--- src/z80nt_pkg.sv ---
`timescale 1ns / 1ps
// ----------------------------------------------------------------------------
// z80nt_pkg: types, opcode constants and timing decode functions
// Shared by the Z80 NOP timing pipeline and its group decoder.
// ----------------------------------------------------------------------------
package z80nt_pkg;

	// prefixes and opcodes with timing of their own
	localparam logic [7:0] OP_PFX_CB = 8'hcb;
	localparam logic [7:0] OP_PFX_DD = 8'hdd;
	localparam logic [7:0] OP_PFX_ED = 8'hed;
	localparam logic [7:0] OP_PFX_FD = 8'hfd;
	localparam logic [7:0] OP_HALT   = 8'h76;
	localparam logic [7:0] OP_DJNZ   = 8'h10;
	localparam logic [7:0] OP_JR     = 8'h18;
	localparam logic [7:0] OP_RET    = 8'hc9;
	localparam logic [7:0] OP_JP     = 8'hc3;
	localparam logic [7:0] OP_EX_SP  = 8'he3;
	localparam logic [7:0] OP_JP_HL  = 8'he9;
	localparam logic [7:0] OP_LD_SP  = 8'hf9;

	// ED block-transfer group
	localparam logic [7:0] ED_BLK_MASK = 8'he4;
	localparam logic [7:0] ED_BLK_CODE = 8'ha0;
	localparam logic [7:0] ED_ONCE_MASK = 8'hf4;

	// opcode quadrant (bits 7:6) and the (HL) register field code
	localparam logic [1:0] QD_MISC = 2'b00;
	localparam logic [1:0] QD_LD   = 2'b01;
	localparam logic [1:0] QD_ALU  = 2'b10;
	localparam logic [1:0] QD_CTRL = 2'b11;
	localparam logic [2:0] REG_HL  = 3'd6;

	typedef enum logic [1:0] {
		GRP_MAIN = 2'd0,
		GRP_CB   = 2'd1,
		GRP_ED   = 2'd2,
		GRP_IDX  = 2'd3
	} grp_t;

	typedef struct packed {
		logic       known;
		logic [2:0] cnt;
	} tm_t;

	typedef struct packed {
		tm_t t_main;
		tm_t t_cb;
		tm_t t_ed;
		tm_t t_idx;
	} grp_times_t;

	localparam tm_t TM_UNKNOWN = '0;

	function automatic tm_t tm(input logic [2:0] c);
		tm_t r;
		r.known = 1'b1;
		r.cnt   = c;
		return r;
	endfunction

	function automatic tm_t time_cb(input logic [7:0] op);
		tm_t r;
		if (op[2:0] != REG_HL)
			r = tm(3'd2);
		else if (op[7:6] == QD_LD)
			r = tm(3'd3);
		else
			r = tm(3'd4);
		return r;
	endfunction

	function automatic tm_t time_ed(input logic [7:0] op);
		tm_t r;
		if (op[7:6] == QD_LD) begin
			unique case (op[2:0]) inside
				3'd0, 3'd1, 3'd2, 3'd5: r = tm(3'd4);
				3'd3: r = tm(3'd6);
				3'd4, 3'd6: r = tm(3'd2);
				default: begin
					if (!op[5])
						r = tm(3'd3);
					else if (!op[4])
						r = tm(3'd5);
					else
						r = tm(3'd2);
				end
			endcase
		end else if ((op & ED_BLK_MASK) == ED_BLK_CODE) begin
			// single-shot block ops are fixed, repeating ones are not
			r = ((op & ED_ONCE_MASK) == ED_BLK_CODE) ? tm(3'd5) : TM_UNKNOWN;
		end else begin
			r = tm(3'd2);
		end
		return r;
	endfunction

	function automatic tm_t time_index(input logic [7:0] op, input logic [7:0] cbop);
		tm_t        r;
		logic [2:0] hi;
		logic [2:0] lo;
		hi = op[5:3];
		lo = op[2:0];
		r  = TM_UNKNOWN;
		if (op == OP_PFX_DD || op == OP_PFX_FD || op == OP_PFX_ED) begin
			r = tm(3'd1);
		end else if (op == OP_PFX_CB) begin
			r = (cbop[7:6] == QD_LD) ? tm(3'd6) : tm(3'd7);
		end else begin
			unique case (op[7:6])
				QD_MISC: begin
					unique case (lo) inside
						3'd1: r = tm(3'd4);
						3'd2: r = (op[5:4] == 2'd2) ? tm(3'd6) : TM_UNKNOWN;
						3'd3: r = tm(3'd3);
						3'd4, 3'd5: r = (hi == REG_HL) ? tm(3'd6) : tm(3'd2);
						3'd6: r = (hi == REG_HL) ? tm(3'd6) : tm(3'd3);
						default: r = TM_UNKNOWN;
					endcase
				end
				QD_LD: r = (hi == REG_HL || lo == REG_HL) ? tm(3'd5) : tm(3'd2);
				QD_ALU: r = (lo == REG_HL) ? tm(3'd5) : tm(3'd2);
				default: begin
					unique case (lo) inside
						3'd1: begin
							if (!op[3])
								r = tm(3'd4);
							else if (op == OP_JP_HL)
								r = tm(3'd2);
							else if (op == OP_LD_SP)
								r = tm(3'd3);
							else
								r = TM_UNKNOWN;
						end
						3'd3: r = (op == OP_EX_SP) ? tm(3'd7) : TM_UNKNOWN;
						3'd5: r = (!op[3]) ? tm(3'd5) : TM_UNKNOWN;
						default: r = TM_UNKNOWN;
					endcase
				end
			endcase
		end
		return r;
	endfunction

	function automatic tm_t time_main(input logic [7:0] op);
		tm_t        r;
		logic [2:0] hi;
		logic [2:0] lo;
		hi = op[5:3];
		lo = op[2:0];
		r  = TM_UNKNOWN;
		unique case (op[7:6])
			QD_MISC: begin
				unique case (lo) inside
					3'd0: begin
						// JR cc and DJNZ depend on the outcome
						if (op[5] || op == OP_DJNZ)
							r = TM_UNKNOWN;
						else if (op == OP_JR)
							r = tm(3'd3);
						else
							r = tm(3'd1);
					end
					3'd1: r = tm(3'd3);
					3'd2: begin
						unique case (op[5:4]) inside
							2'd0, 2'd1: r = tm(3'd2);
							2'd2: r = tm(3'd5);
							default: r = tm(3'd4);
						endcase
					end
					3'd3: r = tm(3'd2);
					3'd4, 3'd5: r = (hi == REG_HL) ? tm(3'd3) : tm(3'd1);
					3'd6: r = tm(3'd2);
					default: r = tm(3'd1);
				endcase
			end
			QD_LD: begin
				if (op == OP_HALT)
					r = tm(3'd1);
				else
					r = (hi == REG_HL || lo == REG_HL) ? tm(3'd2) : tm(3'd1);
			end
			QD_ALU: r = (lo == REG_HL) ? tm(3'd2) : tm(3'd1);
			default: begin
				unique case (lo) inside
					3'd0, 3'd4: r = TM_UNKNOWN;
					3'd1: begin
						if (!op[3] || op == OP_RET)
							r = tm(3'd3);
						else if (op == OP_LD_SP)
							r = tm(3'd2);
						else
							r = tm(3'd1);
					end
					3'd2: r = tm(3'd3);
					3'd3: begin
						if (op[5:4] == 2'b01 || op == OP_JP)
							r = tm(3'd3);
						else if (op == OP_EX_SP)
							r = tm(3'd6);
						else
							r = tm(3'd1);
					end
					3'd5: r = (!op[3]) ? tm(3'd4) : tm(3'd5);
					3'd6: r = tm(3'd2);
					default: r = tm(3'd4);
				endcase
			end
		endcase
		return r;
	endfunction

endpackage

--- src/z80nt_decode.sv ---
`timescale 1ns / 1ps
// ----------------------------------------------------------------------------
// z80nt_decode: per-group timing decode
// Works out the timing of the selected opcode under all four opcode groups
// at once; the pipeline picks the right one a stage later.
// ----------------------------------------------------------------------------
module z80nt_decode
	import z80nt_pkg::*;
(
	input  logic [7:0] op,
	input  logic [7:0] cbop,
	output grp_times_t times
);

	always_comb begin
		times.t_main = time_main(op);
		times.t_cb   = time_cb(op);
		times.t_ed   = time_ed(op);
		times.t_idx  = time_index(op, cbop);
	end

endmodule

--- src/z80_instruction_nop_timing_core.sv ---
`timescale 1ns / 1ps
// ----------------------------------------------------------------------------
// z80_instruction_nop_timing_core: Z80 instruction duration in NOP units
// Three-stage pipeline: prefix classify, group decode, select.
// ----------------------------------------------------------------------------
// Takes the leading bytes of one Z80 instruction per transfer and returns its
// duration in NOP units, with known low (and a count of 0) for instructions
// whose timing depends on the outcome or that have no timing entry. One
// instruction is taken every cycle while instr_stall is low; its result is
// registered in turn in each stage (prefix classify, group decode, select).
// Bubbles are squeezed out while the output is stalled, so instr_stall rises
// only when all three stages hold an item. byte_two is the DD/FD CB
// displacement and plays no part in the timing.
module z80_instruction_nop_timing_core
	import z80nt_pkg::*;
(
	input  logic       clk,
	input  logic       arst_n,
	input  logic       instr_valid,
	output logic       instr_stall,
	input  logic [7:0] byte_zero,
	input  logic [7:0] byte_one,
	input  logic [7:0] byte_two,
	input  logic [7:0] byte_three,
	output logic       timing_valid,
	input  logic       timing_stall,
	output logic [2:0] nop_count,
	output logic       known
);

	logic       valid_s1, valid_s2, valid_s3;
	logic       en1, en2, en3;
	grp_t       grp_s1, grp_s2;
	logic [7:0] op_s1, cbop_s1;
	grp_times_t times_d, times_s2;
	tm_t        sel_d, tm_s3;
	grp_t       grp_d;
	logic [7:0] op_d;

	// a stage moves when it is empty or the one after it moves
	assign en3 = !valid_s3 || !timing_stall;
	assign en2 = !valid_s2 || en3;
	assign en1 = !valid_s1 || en2;
	assign instr_stall = !en1;

	// stage 1: prefix classify
	always_comb begin
		if (byte_zero == OP_PFX_CB)
			grp_d = GRP_CB;
		else if (byte_zero == OP_PFX_ED)
			grp_d = GRP_ED;
		else if (byte_zero == OP_PFX_DD || byte_zero == OP_PFX_FD)
			grp_d = GRP_IDX;
		else
			grp_d = GRP_MAIN;
		op_d = (grp_d == GRP_MAIN) ? byte_zero : byte_one;
	end

	always_ff @(posedge clk or negedge arst_n) begin
		if (!arst_n) begin
			valid_s1 <= 1'b0;
		end else if (en1) begin
			valid_s1 <= instr_valid;
		end
	end

	always_ff @(posedge clk) begin
		if (en1 && instr_valid) begin
			grp_s1  <= grp_d;
			op_s1   <= op_d;
			cbop_s1 <= byte_three;
		end
	end

	// stage 2: group decode
	z80nt_decode u_decode (
		.op    (op_s1),
		.cbop  (cbop_s1),
		.times (times_d)
	);

	always_ff @(posedge clk or negedge arst_n) begin
		if (!arst_n) begin
			valid_s2 <= 1'b0;
		end else if (en2) begin
			valid_s2 <= valid_s1;
		end
	end

	always_ff @(posedge clk) begin
		if (en2 && valid_s1) begin
			grp_s2   <= grp_s1;
			times_s2 <= times_d;
		end
	end

	// stage 3: select
	always_comb begin
		unique case (grp_s2)
			GRP_CB:  sel_d = times_s2.t_cb;
			GRP_ED:  sel_d = times_s2.t_ed;
			GRP_IDX: sel_d = times_s2.t_idx;
			default: sel_d = times_s2.t_main;
		endcase
	end

	always_ff @(posedge clk or negedge arst_n) begin
		if (!arst_n) begin
			valid_s3 <= 1'b0;
		end else if (en3) begin
			valid_s3 <= valid_s2;
		end
	end

	always_ff @(posedge clk) begin
		if (en3 && valid_s2) begin
			tm_s3 <= sel_d;
		end
	end

	assign timing_valid = valid_s3;
	assign nop_count    = tm_s3.cnt;
	assign known        = tm_s3.known;

`ifndef NO_ASSERTIONS
	// unknown timing always reports a zero count
	a_unknown_zero: assert property (@(posedge clk) disable iff (!arst_n)
		(valid_s3 && !tm_s3.known) |-> (tm_s3.cnt == 3'd0))
		else $error("unknown timing with non-zero count");

	// every fixed timing lasts at least one NOP
	a_known_nonzero: assert property (@(posedge clk) disable iff (!arst_n)
		(valid_s3 && tm_s3.known) |-> (tm_s3.cnt != 3'd0))
		else $error("known timing with zero count");

	// input held off only with every stage full
	a_stall_full: assert property (@(posedge clk) disable iff (!arst_n)
		instr_stall |-> (valid_s1 && valid_s2 && valid_s3 && timing_stall))
		else $error("input stalled with a free stage");

	// CB group timing is always fixed
	a_cb_known: assert property (@(posedge clk) disable iff (!arst_n)
		(valid_s2 && grp_s2 == GRP_CB) |-> times_s2.t_cb.known)
		else $error("CB opcode decoded as unknown");
`endif

endmodule

--- config.mk ---
export PLATFORM = sky130hd
export DESIGN_NAME = z80_instruction_nop_timing_core
export DESIGN_NICKNAME = d
export VERILOG_FILES = /design/src/z80nt_pkg.sv /design/src/z80nt_decode.sv /design/src/z80_instruction_nop_timing_core.sv
export SDC_FILE = /design/constraint.sdc
export NUM_CORES = 1
export LEC_CHECK = 0
export BUFFER_PORTS_ARGS = -buffer_cell sky130_fd_sc_hd__buf_2
export CAP_MARGIN = 5
export CORE_ASPECT_RATIO = 0.9
export CORE_MARGIN = 2
export CORE_UTILIZATION = 40
export DETAILED_ROUTE_END_ITERATION = 10
export GPL_ROUTABILITY_DRIVEN = 1
export PLACE_DENSITY = 0.72
export SLEW_MARGIN = 0
export SYNTH_ARGS = -nofsm -noshare
export SYNTH_HDL_FRONTEND = slang
export SYNTH_SLANG_ARGS = --single-unit
--- constraint.sdc ---
create_clock -name clk -period 3.81 [get_ports clk]
set_input_delay 0.1905 -clock clk [delete_from_list [all_inputs] [get_ports clk]]
set_output_delay 0.1905 -clock clk [all_outputs]
set_load 0.02 [all_outputs]
---- Word level (Yosys, flattened, before mapping) ----
Index checks and enable logic that the tools add are counted.
word-level totals
  output and inout bits ................... 6
  flip-flop bits (word level) ............. 43
  input port bits ......................... 36
  word-level logic and storage cells ...... 122
cells by class
  multiplexer cells ....................... 42
  reduce and logical (&&, ||, !) cells .... 29
  equality and inequality tests ........... 34
operators by type and width
  kind                                                              count
  8-bit == test (second input constant)                             13
  4-bit one-hot mux with 3 select lines                             5
  4-bit 2-to-1 mux                                                  14
  4-bit one-hot mux with 5 select lines                             2
  4-bit one-hot mux with 6 select lines                             1
  3-bit 2-to-1 mux                                                  7
  2-bit 2-to-1 mux                                                  9
  8-bit by 5-bit == test with 1-bit output (second input constant)  2
  3-bit == test (second input constant)                             4
  1-bit logical OR                                                  10
  2-bit OR reduction                                                5
  2-bit by 1-bit == test with 1-bit output (second input constant)  4
  2-bit == test (second input constant)                             4
  8-bit by 7-bit == test with 1-bit output (second input constant)  1
  8-bit 2-to-1 mux                                                  1
  3-bit by 2-bit == test with 1-bit output (second input constant)  2
  1-bit zero test                                                   6
  2-bit zero test                                                   3
  3-bit one-hot mux with 2 select lines                             1
  5-bit == test (second input constant)                             1
  4-bit == test (second input constant)                             1
  4-bit OR reduction                                                1
  3-bit by 1-bit == test with 1-bit output (second input constant)  1
  1-bit logical AND                                                 3
  3 further kinds                                                   4

---- Longest topological paths before layout ----
Gate-level depths: netlist (run 1).
  depth in word-level cells ............... 7
  gate-level depth with buffers ........... 7
  depth with buffers taken out ............ 6

---- Cells and area by module ----
A second synthesis (run 1) with hierarchy kept.
second synthesis, totals
  cells, all modules ...................... 228
  area, all modules ....................... 2481.1 um2
modules (own cells, without submodules)
  module                           cells each  times used  sequential area each (um2)  area each (um2)
  z80_instruction_nop_timing_core  91          1           1276.2                      1666.6
  z80nt_decode                     137         1           0.0                         814.5

---- Worst setup path before layout (run 1) ----
OpenSTA, ideal clock, no wires.
  path type ............................... reg-to-reg
  start point ............................. register op_s1[6]
  end point ............................... register times_s2[3] (netlist bit), data pin
  period minus slack after synthesis ...... 1.895 ns
  cell stages (with the launch flop) ...... 6
  arrival time ............................ 1.624 ns
  path buffers ............................ 0
  required time ........................... 3.538 ns
  setup time .............................. 0.272 ns
  slack ................................... 1.915 ns
  path through ............................ edfxtp_1 > ha_1 > and3_1 > nand3_2 > o211ai_2 > or4_1
between the ends
  cells in the longest elaborated chain, start to end .. 7
  elaborated cells on any way between the ends .. 19
  those cells by class .................... 9 x eq/ne; 7 x mux; 3 x reduce/logical
RTL lines
  item                                   line                                   source
  from (decl)                            z80_instruction_nop_timing_core.sv:34  logic [7:0] op_s1, cbop_s1;
  from (signal assigned)                 z80_instruction_nop_timing_core.sv:70  op_s1 <= op_d;
  8-bit == test                          z80nt_pkg.sv:130                       else if (op == OP_LD_SP)
  4-bit 2-to-1 mux                       z80nt_pkg.sv:130
  4-bit 2-to-1 mux                       z80nt_pkg.sv:128                       else if (op == OP_JP_HL)
  4-bit 2-to-1 mux                       z80nt_pkg.sv:126                       if (!op[3])
  4-bit one-hot mux with 3 select lines  z80nt_pkg.sv:124                       unique case (lo) inside
  4-bit one-hot mux with 3 select lines  z80nt_pkg.sv:110                       unique case (op[7:6])
  4-bit 2-to-1 mux                       z80nt_pkg.sv:107                       end else if (op == OP_PFX_CB) begin
  to (signal assigned)                   z80_instruction_nop_timing_core.sv:93  times_s2 <= times_d;
  to (decl)                              z80_instruction_nop_timing_core.sv:35  grp_times_t times_d, times_s2;
Several ways; a longest one is shown, not always the timed one.
A chain may end at the register's enable or synchronous reset.

---- Final worst setup path (run 1) ----
  start point ............................. register op_s1[2]
  end point ............................... register times_s2[0] (netlist bit), data pin
Same word-level chain as after synthesis.

==> key figures, run 1 <==
Status
  • Outcome: finished clean

Global routing
  • GR Util met1: 21.2%
  • Global-route wire length before repair: 7080 um
  • Antenna violations before repair: 0
  • Total track usage: 15.4%
  • Met3 Use GR: 4.05%
  • Vias in the first global route: 1525
  • Gr busiest metal: met2
  • Overflow after GRT: 0
  • Largest net degree at the start of global routing: 25
  • Met2 Use GR: 23.5%

Floorplanning
  • Initial cell density of the core: 41.3%
  • Die area: 0.00603 mm2
  • Core area: 0.00526 mm2
  • Chip Width: 81.7 um
  • Io pins: 42
  • Die H: 73.9 um
  • Rows: 25

Final layout
  • Multi-input logic area: 996 um2
  • Commonest non-fill, non-tap cells in the layout: edfxtp_1 (33), buf_2 (27), nand2_1 (20), nor2_1 (12)
  • Layout cells sized above 1: 26.1%
  • Sequential Area: 0.00107 mm2
  • Fillcell total: 498
  • # nets final: 266
  • N_diodes: 0
  • Core Util, Final: 46.4%
  • Most common cell after layout, fill and taps aside: edfxtp_1
  • Area grow syn2layout: 12.4%

Critical path
  • Req. time, crit path: 3.83 ns
  • Slowest CP cell: edfxtp_1
  • Maximum fanout along the worst path: 24
  • CP peak stage delay: 0.89 ns
  • Delay-heaviest family, CP: flip-flops
  • Critical path launch point type: flop
  • Crit. End Element: flop
  • Critical Path AT: 2.35 ns
  • WS Path Type: reg2reg
  • CP Cell Sequence: nor2b_2 > nand4_2 > a31oi_1 > a2111oi_0 > o21bai_1
  • Buf+Inv Stages, Crit Path: 0

Timing
  • Final setup fails: 0
  • RSZ-0062 raised after global routing: no
  • Worst Skew: 0.00823 ns
  • Worst-margin pin slew: 0.823 ns
  • Max-slew violations: 0
  • F_max: 0.430 GHz
  • Min Tclk post-route: 2.33 ns
  • Hold slack: 0.0743 ns
  • Max-slew headroom: 45.1%
  • Sum Neg Setup Slack: 0 ns
  • Period utilization: 61.1%
  • Final setup margin: 1.48 ns
  • Final hold violation count: 0

Flow run
  • Maximum Capacitance Violations: 0

Clock network
  • CTS Buf Count: 5
  • Clk pin slew, worst setup/hold paths: 0.07 ns
  • Clock Path Buffers: 2
  • Worst skew pair latency: 0.29 ns
  • CTS root buffer: clkbuf_8
  • CTS Sinks: 36
  • # H-tree levels: 2
  • TritonCTS clock tree: yes

Yosys
  • YS warnings: 0
  • Register area share after synthesis: 49.1%
  • Seq cells post-synth: 36
  • Post-Syn Instances: 200
  • Yosys cell types: 54
  • Synth Area per Inst: 10.9 um2
  • Synthesized area: 0.00217 mm2
  • Syn nets: 241

Drt
  • Routed wire length: 4280 um
  • Drt via density: 5.66
  • Post-DRT Antenna Nets: 0
  • DRC viols: 0
  • Routed WL per cell: 14.6 um
  • Via count: 1657
  • Drt first pass iters: 5
  • Initial DRC Count: 164

Power
  • Power per Cell Area: 405 mW/mm2
  • Clock Power Share: 33.4%
  • Total power: 987 uW
  • Worst vdd ir: 0.261 mV
  • Int Pwr: 734 uW
  • Switching pwr: 253 uW
  • Switching Share: 25.6%
  • Leak: 0.926 nW
  • Sequential Power Share: 51.7%
  • Combinational cell fraction of total power: 14.9%

Place
  • Hpwl dp: 3100 um
  • Setup WS pre-CTS: 1.56 ns
  • Final GP Congestion: 0.932
  • I/O Buffers: 27

Worst hold path
  • HP Class: in2reg
==> Yosys cell counts (all sizes together) <==
library cell	count	area (um2)
a211oi	1	7.51
a32o	1	10.0
o31a	1	8.76
xnor2	1	8.76
o21ai	9	45.0
nand3	11	60.1
and2	2	12.5
nor2b	8	52.6
nand2b	4	25.0
and3	4	26.3
and2b	1	7.51
edfxtp	33	991
nor4b	2	30.0
a221oi	2	17.5
o31ai	1	7.51
a22oi	4	30.0
a21oi	11	58.8
nand2	21	81.3
ha	5	62.6
o22a	2	17.5
o21bai	2	15.0
or2	1	6.26
inv	10	37.5
mux4	3	67.6
dfrtp	3	75.1
or4	1	7.51
o41ai	1	8.76
nor2	13	51.3
a2111oi	1	8.76
and3b	1	8.76
o211ai	2	20.0
a31oi	3	18.8
o22ai	2	12.5
buf	8	63.8
nor3b	1	7.51
clkbuf	2	7.51
nand3b	1	7.51
mux2	9	101
a21o	4	30.0
nor3	2	10.0
nand4	5	37.5
a21boi	1	7.51
==> flip-flops by register name, indices dropped and copies added (netlist names) <==
register      cells
cbop_s1           2
grp_s1            2
grp_s2            2
known             1
nop_count         3
op_s1             8
times_s2         15
timing_valid      1
valid_s1          1
valid_s2          1
==> metrics by stage <==
stage,instance area [um2],cells
global route,2440,293
CTS,2440,293
finish,2440,293
floorplan,2170,200
global placement,2320,284
detailed placement,2320,284
==> routing by layer <==
layer / share of wire, % / routed length (um)
met4: 1.9 / 81
met2: 46 / 1960
met3: 7.1 / 305
met1: 45 / 1930
met5: 0 / 0
==> power by group through the flow <==
stage          Combinational, mW  Sequential, mW  Clock, mW
6_report                   0.147           0.510      0.330
5_1_grt                    0.163           0.516      0.350
4_1_cts                    0.146           0.509      0.334
3_5_place_dp               0.144           0.518          0
3_3_place_gp               0.143           0.516          0
2_1_floorplan              0.112           0.508          0
==> what timing repair did <==
item                      CTS  global route
buffers inserted            0             0
hold endpoints to repair    3             0
resized for setup           0             0
hold buffers                1             0
==> path summary, 6_finish.rpt <==
kind	from	to	slack [ns]	cells after the start
max	op_s1[2]	times_s2[0]	1.48	5
min	byte_three[6]	cbop_s1[6]	0.07	1
max reg2reg	op_s1[2]	times_s2[0]	1.48	5
min reg2reg	grp_s1[0]	grp_s2[0]	0.43	0
max in group asynchronous	arst_n	valid_s1	3.49	2
min in group asynchronous	arst_n	timing_valid	0.22	2
==> cell type report <==
type                            instances  area share (%)
Tap cell                               67            3.44
Sequential cell                        36            43.7
Clock inverter                          3            1.74
Inverter                               10            1.54
Multi-Input combinational cell        144            40.8
Clock buffer                            5            2.82
Timing Repair Buffer                   28            5.95
==> cells by family (layout without fill, tap and decap cells) <==
logic type               after synthesis  count (layout)  synth area share (%)
AO/OA/AOI/OAI                         48              48                  14.9
XOR/XNOR                               1               1                 0.404
adder cells (fa/ha/maj)                5               5                  2.88
buffers and inverters                 20              46                  5.01
flip-flops                            36              36                  49.1
multiplexers                          12              12                  7.78
AND/OR/NAND/NOR                       78              78                  19.9
No activity file was read; power rests on OpenSTA's default activity.
==> run 2: changes to the inputs <==
- clock period: 3.81 -> 2.4 ns (I/O delays scaled with it)
==> run 2 against run 1 <==
  * Register-to-register slack worse by 1.2 ns
  * Routed wire length increased by 4.1%
  * Clock skew is 0.0044 ns higher
  * Non-clock buffer count is 12 higher
  * Sequential cell count stayed put
  * Critical endpoint unchanged
==> key figures, run 2 (synthesis results as in run 1) <==
Status
  • Outcome: finished clean (unchanged)

Drt
  • Via count: 1722 (was 1657)
  • Initial DRC Count: 279 (was 164)
  • Post-DRT Antenna Nets: 0 (unchanged)
  • Drt first pass iters: 5 (unchanged)
  • Drt via density: 5.65 (was 5.66)
  • Routed WL per cell: 14.6 um (about the same)
  • DRC viols: 0 (unchanged)
  • Routed wire length: 4460 um (was 4280 um)

Final layout
  • Largest reg by FF count: times_s2 (unchanged)
  • Commonest non-fill, non-tap cells in the layout: edfxtp_1 (33), buf_2 (27), nand2_1 (20), nor2_1 (12) (unchanged)
  • Area grow syn2layout: 15.7% (was 12.4%)
  • # nets final: 278 (was 266)
  • Core Util, Final: 47.8% (was 46.4%)
  • Layout Cells excl Fill: 305 (was 293)
  • Number of flip-flops in the largest register: 15 (unchanged)
  • Layout cells sized above 1: 29.0% (was 26.1%)
  • N_diodes: 0 (unchanged)
  • Most common cell after layout, fill and taps aside: edfxtp_1 (unchanged)

Global routing
  • Largest net degree at the start of global routing: 18 (was 25)
  • Global-route wire length before repair: 7430 um (was 7080 um)
  • Total track usage: 16.5% (was 15.4%)
  • Vias in the first global route: 1587 (was 1525)
  • Overflow after GRT: 0 (unchanged)
  • Antenna violations before repair: 0 (unchanged)

Place
  • Final GP Congestion: 0.973 (was 0.932)
  • Hpwl dp: 3390 um (was 3100 um)
  • I/O Buffers: 27 (unchanged)
  • Placed Cells: 294 (was 284)

Floorplanning
  • Chip Width: 81.7 um (unchanged)
  • Core area: 0.00526 mm2 (unchanged)
  • Die H: 73.9 um (unchanged)
  • Io pins: 42 (unchanged)
  • Rows: 25 (unchanged)
  • Die area: 0.00603 mm2 (unchanged)
  • Initial cell density of the core: 41.3% (unchanged)

Critical path
  • Req. time, crit path: 2.43 ns (was 3.83 ns)
  • Maximum fanout along the worst path: 12 (was 24)
  • Crit. End Element: flop (unchanged)
  • Critical Path AT: 2.12 ns (was 2.35 ns)
  • WS Path Type: reg2reg (unchanged)
  • Critical path launch point type: flop (unchanged)

Clock network
  • # H-tree levels: 2 (unchanged)
  • TritonCTS clock tree: yes (unchanged)
  • Clk pin slew, worst setup/hold paths: 0.08 ns (was 0.07 ns)
  • Worst skew pair latency: 0.29 ns (about the same)
  • CTS Buf Count: 5 (unchanged)
  • CTS Sinks: 36 (unchanged)
  • Post_cts resized: 0 (unchanged)
  • Clock Path Buffers: 2 (unchanged)
  • CTS root buffer: clkbuf_8 (unchanged)

Power
  • Power per Cell Area: 587 mW/mm2 (was 405 mW/mm2)
  • Worst vdd ir: 0.349 mV (was 0.261 mV)
  • Leak: 0.977 nW (was 0.926 nW)

Timing
  • Period utilization: 87.2% (was 61.1%)
  • F_max: 0.478 GHz (was 0.430 GHz)
  • Sum Neg Setup Slack: 0 ns (unchanged)
  • Worst Skew: 0.0126 ns (was 0.00823 ns)
  • Final hold violation count: 0 (unchanged)
  • Min Tclk post-route: 2.09 ns (was 2.33 ns)
  • Max-slew violations: 0 (unchanged)
  • RSZ-0062 raised after global routing: no (unchanged)
  • Max-slew headroom: 51.3% (was 45.1%)
  • Final setup fails: 0 (unchanged)
  • Worst-margin pin slew: 0.724 ns (was 0.823 ns)

Worst hold path
  • HP Class: in2reg (unchanged)

Flow run
  • Maximum Capacitance Violations: 0 (unchanged)
-- run 2: report_power, final --
group          leakage [nW]  switching, mW  internal, mW
Clock                0.0479          0.212         0.202
Combinational         0.581          0.151         0.115
Sequential            0.348         0.0359         0.758
Total                 0.977          0.399          1.08
-- run 2: stage by stage --
step           hold slack, ns  setup slack (ns)  total power, mW  area, um2
2_1_floorplan          -0.176             0.505            0.984       2170
6_report               0.0243             0.306             1.47       2510
3_5_place_dp          -0.0814             0.426             1.07       2390
3_3_place_gp          -0.0818             0.472             1.06       2390
4_1_cts               0.00173             0.424             1.48       2500
5_1_grt                0.0366             0.187             1.55       2510
-- run 2: worst paths after layout --
path                        startpoint           end  slack, ns  cells after the start
max                           op_s1[7]   times_s2[0]       0.31                      6
min                        instr_valid      valid_s1       0.02                      2
max reg2reg                   op_s1[7]   times_s2[0]       0.31                      6
min reg2reg                  grp_s1[1]     grp_s2[1]       0.43                      0
max in group asynchronous       arst_n      valid_s1       2.15                      2
min in group asynchronous       arst_n  timing_valid       0.14                      2
-- run 2: cell type report --
cell class / instances / area, um2
Clock buffer: 5 / 68.8
Clock inverter: 3 / 18.8
Fill cell: 488 / 2740
Inverter: 10 / 37.5
Multi-Input combinational cell: 144 / 996
Sequential cell: 36 / 1070
Tap cell: 67 / 83.8
Timing Repair Buffer: 40 / 240
-- run 2: what timing repair did --
item,CTS,global route
setup buffers,0,0
hold endpoints to repair,4,1
hold buffers,2,1
-- run 2: layer usage --
metal	global-route usage, %	share of wire (%)	vias up
met1	22.1	44	804
met4	4.07	0.94	0
met3	4.79	7.8	8
li1	-	-	823
met2	26.5	47	87
met5	0	0	-
-- run 2: critical path, stage by stage, from the launching register on --
cell and delay [ns]:
edfxtp_1 0.44, inv_1 0.10, ha_1 0.35, o211ai_1 0.23
a21oi_1 0.11, a2111oi_0 0.50, o21bai_1 0.10
